$ cat config.mk
export PLATFORM = sky130hd
export DESIGN_NAME = toeq_cell
export DESIGN_NICKNAME = d
export VERILOG_FILES = /design/src/design/toeq_pkg.sv /design/src/design/toeq_cell.sv
export SDC_FILE = /design/constraint.sdc
export NUM_CORES = 1
export LEC_CHECK = 0
export BUFFER_PORTS_ARGS = -buffer_cell sky130_fd_sc_hd__buf_4
export CORE_AREA = 3 3 164 166
export DETAILED_ROUTE_END_ITERATION = 16
export DIE_AREA = 0 0 167 169
export GPL_TIMING_DRIVEN = 0
export HOLD_SLACK_MARGIN = 0.12
export PLACE_DENSITY = 0.52
export SYNTH_ARGS = -nofsm -noshare
export SYNTH_HDL_FRONTEND = slang
export SYNTH_SLANG_ARGS = --single-unit
$ cat constraint.sdc
create_clock -name clk -period 14.5 [get_ports clk]
set_clock_uncertainty 0.15 [all_clocks]
set_input_delay 2.175 -clock clk [delete_from_list [all_inputs] [get_ports clk]]
set_output_delay 2.175 -clock clk [all_outputs]
set_load 0.02 [all_outputs]
$ cat src/design/toeq_pkg.sv
// ----------------------------------------------------------------------------
// toeq_pkg: shared types for the time-ordered event queue
// Holds the event entry type, the channel beat types, the command and status
// codes, and the control bundle that fans out to every queue cell.
// ----------------------------------------------------------------------------
package toeq_pkg;

    localparam int DEFAULT_QUEUE_DEPTH = 64;

    typedef enum logic
    {
        CMD_INSERT = 1'b0,
        CMD_REMOVE = 1'b1
    } command_t;

    typedef enum logic [1:0]
    {
        STATUS_DONE  = 2'd0,
        STATUS_EMPTY = 2'd1,
        STATUS_FULL  = 2'd2
    } status_t;

    typedef struct packed
    {
        logic [30:0]        event_time;
        logic [7:0]         event_kind;
        logic signed [31:0] event_data_a;
        logic signed [31:0] event_data_b;
    } entry_t;

    typedef struct packed
    {
        command_t           command;
        logic [30:0]        event_time;
        logic [7:0]         event_kind;
        logic signed [31:0] event_data_a;
        logic signed [31:0] event_data_b;
    } req_beat_t;

    typedef struct packed
    {
        status_t            status;
        logic [30:0]        out_time;
        logic [7:0]         out_kind;
        logic signed [31:0] out_data_a;
        logic signed [31:0] out_data_b;
        logic               now_empty;
    } rsp_beat_t;

    // Broadcast to all cells in the cycle a request beat is accepted.
    typedef struct packed
    {
        logic   insert;
        logic   remove;
        entry_t new_entry;
    } cell_ctrl_t;

endpackage

$ cat src/design/toeq_cell.sv
// ----------------------------------------------------------------------------
// toeq_cell: one slot of the sorted event chain
// Holds one entry and its valid bit. On an insert it keeps its entry, takes
// the new event, or takes its left neighbor's entry; on a removal it takes
// its right neighbor's entry.
// ----------------------------------------------------------------------------
module toeq_cell
    import toeq_pkg::*;
(
    input  logic       clk,
    input  logic       rst_n,
    input  cell_ctrl_t ctrl,
    input  entry_t     left_entry,
    input  logic       left_valid,
    input  logic       left_goes,
    input  entry_t     right_entry,
    input  logic       right_valid,
    output entry_t     entry,
    output logic       valid,
    output logic       goes
);

    entry_t entry_reg;
    entry_t entry_next;
    logic   valid_reg;
    logic   valid_next;

    // The stored event stays ahead of the new one when its time is not later,
    // which keeps events with equal times in arrival order.
    assign goes = valid_reg && (entry_reg.event_time <= ctrl.new_entry.event_time);

    always_comb
    begin
        entry_next = entry_reg;
        valid_next = valid_reg;
        if (ctrl.insert)
        begin
            if (goes)
            begin
                entry_next = entry_reg;
                valid_next = valid_reg;
            end
            else if (left_goes)
            begin
                entry_next = ctrl.new_entry;
                valid_next = 1'b1;
            end
            else
            begin
                entry_next = left_entry;
                valid_next = left_valid;
            end
        end
        else if (ctrl.remove)
        begin
            entry_next = right_entry;
            valid_next = right_valid;
        end
    end

    always_ff @(posedge clk or negedge rst_n)
    begin
        if (!rst_n)
        begin
            valid_reg <= 1'b0;
        end
        else
        begin
            valid_reg <= valid_next;
        end
    end

    always_ff @(posedge clk)
    begin
        entry_reg <= entry_next;
    end

    assign entry = entry_reg;
    assign valid = valid_reg;

endmodule
* Word-level counts from Yosys, hierarchy flattened
Index checks and enable logic that the tools add are counted.
Widths: inputs -> output; s select.
** Storage, ports and cells
- Bits in registers :: 104
- Bits of input ports :: 316
- Word-level logic and storage cells :: 18
** Cells by class
- Order comparisons :: 1
- Eq/ne operators :: 1
- Muxes and demuxes :: 8
- Reductions and logical operators :: 3
** Operator list (number)
- $mux 103 :: 4
- $le 31x31->1 :: 1
- $mux 1 :: 4
- $ne 2x2->1 const B :: 1
- $reduce_and 2->1 :: 1
- $reduce_bool 2->1 :: 1
- $logic_and 1x1->1 :: 1

* Logic depth before layout (Yosys ltp)
Gate-level depths: netlist of run 1.
- Depth after elaboration :: 4
- Mapped depth :: 8
- Gate-level depth less buffers :: 8

* Least setup slack after synthesis of run 1
No wires, ideal clock.
- Path kind :: input-to-reg
- Start point :: in ctrl[101] in the netlist's numbering
- End point :: reg entry_reg, in the netlist entry[0], enable pin
- Library setup time :: 599 ps
- Arrival time :: 8369 ps
- Required time :: 13751 ps
- Path slack :: 5382 ps
- Cell stages on the path :: 8
- Path through :: inv_1 > ha_1 > nand4_2 > nor4_4 > nand2_1 > o21ai_1 > a22oi_2 > a21oi_1
** Between the ends
- Word-level cells in the longest chain between the ends :: 4
** Ends and longest elaborated chain
- start: declaration :: RTL line toeq_cell.sv:12 : input cell_ctrl_t ctrl,
- $le 31x31->1 :: RTL line toeq_cell.sv:30 : assign goes = valid_reg && (entry_reg.event_time <= ctrl.new_entry.event_time);
- $logic_and 1x1->1 :: RTL line toeq_cell.sv:30
- via goes :: RTL line toeq_cell.sv:20 : output logic goes
- $ne 2x2->1 (no line)
- $reduce_and 2->1 (no line)
- end signal: assignment :: RTL line toeq_cell.sv:75 : entry_reg <= entry_next;
- end: declaration :: RTL line toeq_cell.sv:23 : entry_t entry_reg;
The timed path passes the listed nets, and every way through them passes these cells.
A chain may end at the register's enable or synchronous reset.

* Final worst setup path of run 1
- Start point :: in ctrl[85] in the netlist's numbering
- End point :: out goes
** Between the ends
- Word-level cells in the longest chain between the ends :: 2
** Ends and longest elaborated chain (RTL line)
- $le 31x31->1 :: toeq_cell.sv:30
- $logic_and 1x1->1 :: toeq_cell.sv:30
- end: declaration :: toeq_cell.sv:20
No other way between the ends.

==> results of run 1 <==
==> layer usage <==
| layer | global-route usage [%] | up-vias | share of wire [%] |
|---|---|---|---|
| met2 | 29.6 | 249 | 51 |
| met3 | 5.39 | 19 | 8.0 |
| met5 | 0 | - | 0 |
| met1 | 20.0 | 2645 | 39 |
| li1 | - | 2926 | - |
| met4 | 4.41 | 0 | 1.6 |
==> how the worst max path moves through the flow <==
stage	cells past startpoint	startpoint	slack, ps	end
3_5_place_dp	8	ctrl[85]	8170	goes
3_3_place_gp	9	ctrl[101]	2010	entry[52]$_DFFE_PP_
2_1_floorplan	8	ctrl[101]	5380	entry[0]$_DFFE_PP_
4_1_cts	8	ctrl[85]	8160	goes
6_report	8	ctrl[85]	8260	goes
5_1_grt	8	ctrl[85]	8110	goes
==> final cells by class <==
class	instances	area share, %
Clock inverter	7	0.773
Antenna cell	2	0.0499
Tap cell	335	4.18
Clock buffer	9	2.24
Inverter	31	1.16
Timing Repair Buffer	422	32.1
Sequential cell	104	31.1
Multi-Input combinational cell	400	26.8
Buffer	35	1.60
==> where the power goes <==
part	switching (W)	total (W)	leakage (nW)	internal [W]
combinational	0.000158	0.000302	3.58	0.000144
clock	0.000121	0.000257	0.148	0.000136
sequential	0.0000141	0.000394	1.01	0.000380
total	0.000293	0.000953	4.74	0.000660
==> worst register-to-register path: cells and delay by family, from the launching register on <==
kind	cells	cell delay [ps]
AND/OR/NAND/NOR	3	600
flip-flops	1	420
buffers and inverters	2	480
AO/OA/AOI/OAI	3	850
adder cells (fa/ha/maj)	1	350
==> kinds of logic after synthesis <==
logic type	after synthesis	synth area share, %
simple gates	134	9.48
compound gates	131	11.1
mux	104	17.2
flops	104	51.3
buf+inv	66	4.55
fa+ha+maj	31	6.39
==> layout by cell type (no fill, tap or decap), drive strengths merged <==
master / Yosys / final
nand3: 2 / 2
a21oi: 119 / 119
ha: 31 / 31
edfxtp: 103 / 103
diode: 0 / 2
buf: 11 / 433
o22a: 1 / 1
inv: 31 / 34
mux2: 1 / 1
clkinv: 0 / 3
a211oi: 1 / 1
nor2b: 2 / 2
o211ai: 1 / 1
nand2b: 1 / 1
nor2: 109 / 109
mux2i: 103 / 103
bufinv: 0 / 1
nand3b: 1 / 1
clkbuf: 24 / 33
nor4: 2 / 2
nand2: 11 / 11
a22oi: 1 / 1
nand4: 6 / 6
dfrtp: 1 / 1
o21ai: 8 / 8
==> metrics by stage <==
step,instances,utilization [%],hold WS (ps),power [W]
after floorplan,570,-,630,0.000542
after global placement,1323,37.4,601,0.000708
after detailed placement,1327,37.8,566,0.000707
after CTS,1343,38.9,586,0.000973
after global routing,1345,39.0,615,0.00101
final,1345,39.0,567,0.000953
==> impl_metrics.env, run 1 <==
export IMPL_status="completed"
export IMPL_max_stage_delay_ps=480
export IMPL_drc=0
export IMPL_wl_per_cell_um=18.7
export IMPL_die_area_um2=28200
export IMPL_synth_area_um2=6070
export IMPL_wirelength_um=25100
export IMPL_hold_viol=0
export IMPL_tns_ps=0
export IMPL_antenna_left=0
export IMPL_antenna_found_initial=2
export IMPL_initial_core_util_pct=23.6
export IMPL_crit_fanout=3
export IMPL_ff_latch_area_um2=3120
export IMPL_viasPerCell=4.34
export IMPL_die_h_um=169
export IMPL_clock_sinks=104
export IMPL_cts_setup_buffers=0
export IMPL_die_w_um=167
export IMPL_power_leakage_nw=4.74
export IMPL_rsz0062_at_grt="no"
export IMPL_placed_area_um2=9730
export IMPL_largest_reg_flops=103
export IMPL_num_rows=59
export IMPL_cp_num_buf_inv=3
export IMPL_core_area_um2=25800
export IMPL_cts_repair_resized=0
export IMPL_vias=5839
export IMPL_path_cells="buf_4 -> inv_1 -> ha_1 -> nand4_1 -> nor4_2 -> nand3_2 -> a22oi_2 -> buf_4"
export IMPL_ir_worst_vdd_mv=0.0535
export IMPL_port_buffers=418
export IMPL_grt_pass1_vias=6043
export IMPL_slowest_stage="nor4_2"
export IMPL_hold_path_end="valid$_DFFE_PN0P_"
export IMPL_synthDominantCellAreaShare_pct=50.9
export IMPL_ctsHtreeMaxLevel=3
export IMPL_r2r_setup_slack_ps=11320
export IMPL_ys_top_cells_by_area="edfxtp_1 (51%), mux2i_1 (17%), a21oi_1 (9.8%)"
export IMPL_fill_cells=2602
export IMPL_layout_setup_ws_ps=8260
export IMPL_drt_pre_antenna_iters=4
export IMPL_grt_max_degree=28
export IMPL_critPathCaptureType="primary output"
export IMPL_gr_total_overflow=0
export IMPL_clock_fmax_mhz=160
export IMPL_fin_crit_ps=6240
export IMPL_ys_flop_type="edfxtp_1"
export IMPL_start_kind="input pin"
export IMPL_worst_pin_slew_ps=787
export IMPL_hp_class="flop to flop"
export IMPL_grt_pass1_wl_um=36400
export IMPL_synthArstFlopShare_pct=0.962
export IMPL_hpwl_um=20400
export IMPL_r2r_cells=9
export IMPL_cp_required_ps=12180
export IMPL_pre_cts_slack_ps=8170
export IMPL_arrival_ps=3920
export IMPL_yosysMostFrequentCell="a21oi_1"
export IMPL_period_share_pct=43.1
export IMPL_path_delay_family="simple AND/OR/NAND/NOR gates"
export IMPL_grtUsageTotal_pct=16.9
export IMPL_drv_slew=0
export IMPL_drive_gt1_share_pct=45.2
export IMPL_clockBufferDepth=2
export IMPL_gp_congestion=0.813
export IMPL_setup_violations=0
export IMPL_syn_nets=917
export IMPL_synth_seq_cells=104
export IMPL_reg2reg_to="entry[23]$_DFFE_PP_"
export IMPL_holdBufCountCts=0
export IMPL_yosysWarningCount=0
export IMPL_r2r_start="entry[102]$_DFFE_PP_"
export IMPL_syn_to_final_growth_pct=65.3
export IMPL_cts_made_buffers=9
export IMPL_clkLatencyLatePin_ps=350
export IMPL_fin_nets=1350
export IMPL_slew_headroom_pct=47.5
export IMPL_hold_path_depth=2
export IMPL_yosysSeqAreaShare_pct=51.3
export IMPL_power_density_nw_per_um2=95.0
export IMPL_clkTransAtPathRegs_ps=70
export IMPL_root_buffer="clkbuf_16"
export IMPL_syn_inst=570
export IMPL_multi_input_area_um2=2690
export IMPL_io_pins=421
export IMPL_drt_iter0_drc=223
export IMPL_cts_tree="done"
export IMPL_crit_top_cell="buf_4"
export IMPL_yosysTopAreaCell="edfxtp_1"
export IMPL_drv_cap=0
export IMPL_hp_start="valid$_DFFE_PN0P_"
export IMPL_synth_cell_types=27
export IMPL_critPathKind="input pin to primary output"
export IMPL_stdcell_area_um2=10000
export IMPL_synth_edf_count=103
export IMPL_avgSynthCellArea_um2=10.7
export IMPL_netlist_top_cells_count="a21oi_1 (119), nor2_1 (109), edfxtp_1 (103), mux2i_1 (103)"
(Power assumes the default switching activity.)
==> run 2: changes to the inputs <==
- PLACE_DENSITY: 0.52 -> 0.54
- clock period: 14.5 -> 5.7 ns (I/O delays scaled with it)
==> impl_metrics.env, run 2 (synthesized netlist as in run 1, its figures left out) <==
export IMPL_status="completed"
export IMPL_arrival_ps=2590
export IMPL_slew_headroom_pct=43.9
export IMPL_drv_cap=0
export IMPL_cts_repair_resized=0
export IMPL_initial_core_util_pct=23.6
export IMPL_ir_worst_vdd_mv=0.130
export IMPL_dp_cells=1327
export IMPL_port_buffers=418
export IMPL_fin_nets=1351
export IMPL_gp_congestion=0.831
export IMPL_holdBufCountCts=1
export IMPL_root_buffer="clkbuf_16"
export IMPL_die_w_um=167
export IMPL_power_density_nw_per_um2=243
export IMPL_largest_reg_flops=103
export IMPL_setup_violations=0
export IMPL_final_cell_mix="buf_4 (424), a21oi_1 (118), nor2_1 (109)"
export IMPL_critPathCaptureType="primary output"
export IMPL_start_kind="input pin"
export IMPL_wl_per_cell_um=18.2
export IMPL_clkLatencyLatePin_ps=350
export IMPL_hp_class="flop to flop"
export IMPL_grt_pass1_vias=6018
export IMPL_stdcell_area_um2=10000
export IMPL_fill_cells=2710
export IMPL_final_common_cell="buf_4"
export IMPL_r2r_setup_slack_ps=2620
export IMPL_final_core_util_pct=39.0
export IMPL_drive_gt1_share_pct=45.0
export IMPL_ff_latch_area_um2=3120
export IMPL_grt_max_degree=28
export IMPL_multi_input_area_um2=2690
export IMPL_drv_slew=0
export IMPL_drc=0
export IMPL_io_pins=421
export IMPL_drt_iter0_drc=233
export IMPL_diodes=0
export IMPL_die_h_um=169
export IMPL_period_share_pct=63.1
export IMPL_critPathKind="input pin to primary output"
export IMPL_core_area_um2=25800
export IMPL_placed_area_um2=9730
export IMPL_clock_sinks=104
export IMPL_hold_path_end="valid$_DFFE_PN0P_"
export IMPL_finalNonFillerCells=1343
export IMPL_fin_crit_ps=3590
export IMPL_cts_tree="done"
export IMPL_grt_pass1_wl_um=35500
export IMPL_antenna_left=0
export IMPL_vias=5923
export IMPL_antenna_found_initial=0
export IMPL_gr_total_overflow=0
export IMPL_die_area_um2=28200
export IMPL_clockBufferDepth=2
export IMPL_hold_path_depth=2
export IMPL_cts_setup_buffers=0
export IMPL_cp_required_ps=4700
export IMPL_ctsHtreeMaxLevel=3
export IMPL_clkTransAtPathRegs_ps=70
export IMPL_clock_fmax_mhz=278
export IMPL_drt_pre_antenna_iters=5
export IMPL_wirelength_um=24500
export IMPL_hp_start="valid$_DFFE_PN0P_"
export IMPL_rsz0062_at_grt="no"
export IMPL_crit_fanout=3
export IMPL_viasPerCell=4.41
export IMPL_hold_viol=0
export IMPL_worst_pin_slew_ps=842
export IMPL_cts_made_buffers=9
export IMPL_power_leakage_nw=4.75
export IMPL_r2r_cells=9
export IMPL_num_rows=59
export IMPL_grtUsageTotal_pct=16.4
export IMPL_hpwl_um=19900
export IMPL_tns_ps=0
export IMPL_reg2reg_to="entry[54]$_DFFE_PP_"
export IMPL_r2r_start="entry[100]$_DFFE_PP_"
export IMPL_syn_to_final_growth_pct=65.5
==> run 2: cell types whose count changed in the layout (fill, tap and decap cells not counted), sizes merged <==
cell / previous run / this run
dlygate4sd3: 0 / 1
inv: 34 / 31
bufinv: 1 / 2
diode: 2 / 0
clkinv: 3 / 4
==> run 2: worst max-delay path, cell delays in order <==
cell     delay (ps)
buf_4           100
inv_1            40
ha_1            290
nand4_1         170
nor4_2          480
nand3_2         120
a22oi_2         320
buf_4           210
==> run 2: routing by layer <==
metal / wire length [µm] / GRT usage, % / part of all wire, %
met5: 0 / 0 / 0
met4: 381 / 4.45 / 1.6
met2: 12500 / 29.2 / 51
met3: 1860 / 4.25 / 7.6
met1: 9720 / 19.6 / 40
==> run 2: cell type report <==
class | count | area share, %
Buffer | 35 | 1.59
Clock buffer | 9 | 2.24
Clock inverter | 6 | 0.847
Inverter | 31 | 1.16
Multi-Input combinational cell | 400 | 26.8
Sequential cell | 104 | 31.0
Tap cell | 335 | 4.17
Timing Repair Buffer | 423 | 32.2
==> run 2: how the worst max path moves through the flow <==
| stage | start | end | slack [ps] | cells past startpoint |
|---|---|---|---|---|
| 2_1_floorplan | ctrl[101] | entry[0]$_DFFE_PP_ | 230 | 8 |
| 3_3_place_gp | ctrl[101] | entry[44]$_DFFE_PP_ | -1580 | 9 |
| 3_5_place_dp | ctrl[101] | entry[44]$_DFFE_PP_ | 2010 | 11 |
| 4_1_cts | ctrl[86] | goes | 2040 | 8 |
| 5_1_grt | ctrl[86] | goes | 2020 | 8 |
| 6_report | ctrl[86] | goes | 2110 | 8 |
==> run 2: power breakdown <==
| part | internal, W | switching (W) |
|---|---|---|
| combinational | 0.000367 | 0.000399 |
| sequential | 0.000966 | 0.0000349 |
| clock | 0.000382 | 0.000289 |
| total | 0.00172 | 0.000723 |
==> run 2: through the flow <==
stage               setup slack [ps]  hold WS (ps)  power, W
floorplan                        226           409   0.00137
global placement               -1580           480   0.00179
detailed placement              2010           482   0.00180
CTS                             2040           582   0.00248
global route                    2020           590   0.00256
finish                          2110           554   0.00244
==> run 3: changes to the inputs <==
- PLACE_DENSITY: 0.54 -> 0.52
- clock period: 5.7 -> 3.5 ns (I/O delays scaled with it)
==> impl_metrics.env, run 3 (synthesized netlist as in run 1, its figures left out) <==
export IMPL_antenna_left=0
export IMPL_final_common_cell="buf_4"
export IMPL_grtUsageTotal_pct=17.1
export IMPL_viasPerCell=4.40
export IMPL_cp_required_ps=3390
export IMPL_wl_per_cell_um=19.0
export IMPL_cts_made_buffers=9
export IMPL_cts_tree="done"
export IMPL_clkTransAtPathRegs_ps=90
export IMPL_critPathKind="flop to flop"
export IMPL_die_area_um2=28200
export IMPL_fill_cells=2623
export IMPL_drt_pre_antenna_iters=4
export IMPL_core_area_um2=25800
export IMPL_clock_fmax_mhz=323
export IMPL_switching_share_pct=31.0
export IMPL_drv_cap=0
export IMPL_vias=5918
export IMPL_slowest_stage="a21oi_4"
export IMPL_critPathCaptureType="flop"
export IMPL_tns_ps=0
export IMPL_internal_power_w=0.00275
export IMPL_arrival_ps=2990
export IMPL_syn_to_final_growth_pct=66.5
export IMPL_die_w_um=167
export IMPL_grt_pass1_vias=6161
export IMPL_wirelength_um=25500
export IMPL_drive_gt1_share_pct=45.8
export IMPL_hold_viol=0
export IMPL_start_kind="flop"
export IMPL_drc=0
export IMPL_p_total_w=0.00399
export IMPL_hp_class="input pin to flop"
export IMPL_power_leakage_nw=4.74
export IMPL_die_h_um=169
export IMPL_final_cell_mix="buf_4 (424), a21oi_1 (118), nor2_1 (109)"
export IMPL_diodes=0
export IMPL_p_switching_w=0.00124
export IMPL_initial_core_util_pct=23.6
export IMPL_clockBufferDepth=2
export IMPL_slew_headroom_pct=44.5
export IMPL_root_buffer="clkbuf_16"
export IMPL_path_delay_family="compound AO/OA/AOI/OAI gates"
export IMPL_p_seq_share_pct=41.0
export IMPL_cts_repair_resized=0
export IMPL_antenna_found_initial=0
export IMPL_drt_iter0_drc=225
export IMPL_path_cells="ha_4 -> nand4_4 -> nor4_4 -> nand2_1 -> o211ai_1 -> a22oi_2 -> a21oi_4 -> buf_16 -> buf_12"
export IMPL_cp_num_buf_inv=2
export IMPL_hpwl_um=20700
export IMPL_grt_pass1_wl_um=37200
export IMPL_worst_pin_slew_ps=833
export IMPL_ir_worst_vdd_mv=0.181
export IMPL_port_buffers=418
export IMPL_setup_violations=0
export IMPL_final_core_util_pct=39.2
export IMPL_ctsHtreeMaxLevel=3
export IMPL_status="completed"
export IMPL_power_density_nw_per_um2=394
export IMPL_rsz0062_at_grt="no"
export IMPL_p_comb_share_pct=31.9
export IMPL_fin_crit_ps=3090
export IMPL_num_rows=59
export IMPL_gp_congestion=0.795
export IMPL_drv_slew=0
export IMPL_fin_nets=1351
export IMPL_max_stage_delay_ps=600
export IMPL_clkLatencyLatePin_ps=350
export IMPL_io_pins=421
export IMPL_gr_total_overflow=0
export IMPL_period_share_pct=88.4
export IMPL_largest_reg_flops=103
export IMPL_clock_sinks=104
export IMPL_clkPwrFrac_pct=27.2
export IMPL_crit_fanout=28
export IMPL_grt_max_degree=29
run 3: cell types whose count changed in the layout (fill, tap and decap cells not counted), sizes merged:
cell / before / now
bufinv: 2 / 1
clkinv: 4 / 3
inv: 31 / 34
run 3: final timing paths:
| check | to | start | cells after the start | slack (ps) |
|---|---|---|---|---|
| worst max-delay path | entry[22]$_DFFE_PP_ | entry[97]$_DFFE_PP_ | 9 | 410 |
| worst min-delay path | entry[67]$_DFFE_PP_ | right_entry[67] | 3 | 330 |
| worst max register to register | entry[22]$_DFFE_PP_ | entry[97]$_DFFE_PP_ | 9 | 410 |
| worst min register to register | valid$_DFFE_PN0P_ | valid$_DFFE_PN0P_ | 2 | 620 |
| max in group asynchronous | valid$_DFFE_PN0P_ | rst_n | 2 | 2740 |
| min in group asynchronous | valid$_DFFE_PN0P_ | rst_n | 2 | 380 |
run 3: area by class of cell:
cell class              instances  area [µm²]  share of cell area [%]
multi-input cells             400        2750                    27.2
repair buffers                423        3240                    32.1
flip-flops and latches        104        3120                    30.8
inverters                      31         116                    1.15
clock inverters                 7        77.6                   0.768
clock buffers                   9         225                    2.23
plain buffers                  35         160                    1.58
well taps                     335         419                    4.15
run 3: routing by layer:
metal,vias up,GRT usage (%),wire length [µm]
li1,2925,-,-
met1,2740,20.4,10100
met2,232,30.6,13100
met3,21,4.65,1830
met4,0,4.66,393
met5,-,0,0
run 3: stage by stage:
step / setup slack [ps] / std cells / cell area [µm²] / hold WS, ps
3_5_place_dp: 156 / 1327 / 9790 / 151
3_3_place_gp: -1640 / 1323 / 9700 / 151
2_1_floorplan: -487 / 570 / 6140 / 79.4
6_report: 405 / 1344 / 10100 / 334
5_1_grt: 193 / 1344 / 10100 / 324
4_1_cts: 335 / 1344 / 10100 / 315
run 3: worst min-delay path: cells and delay by family:
family          cells  cell delay, ps
compound gates      1              90
simple gates        1              30
buf+inv             1              80
run 3: power groups by stage:
stage / registers, W / logic, W / clock network (W)
after global placement: 0.00167 / 0.00124 / 0
after floorplan: 0.00186 / 0.000385 / 0
final: 0.00163 / 0.00127 / 0.00108
after CTS: 0.00164 / 0.00129 / 0.00113
after detailed placement: 0.00166 / 0.00129 / 0
after global routing: 0.00165 / 0.00138 / 0.00116
run 3: repair_timing:
| item | CTS | global route |
|---|---|---|
| buffers inserted | 0 | 0 |
| hold endpoints to repair | 1 | 0 |
| hold buffers | 1 | 0 |
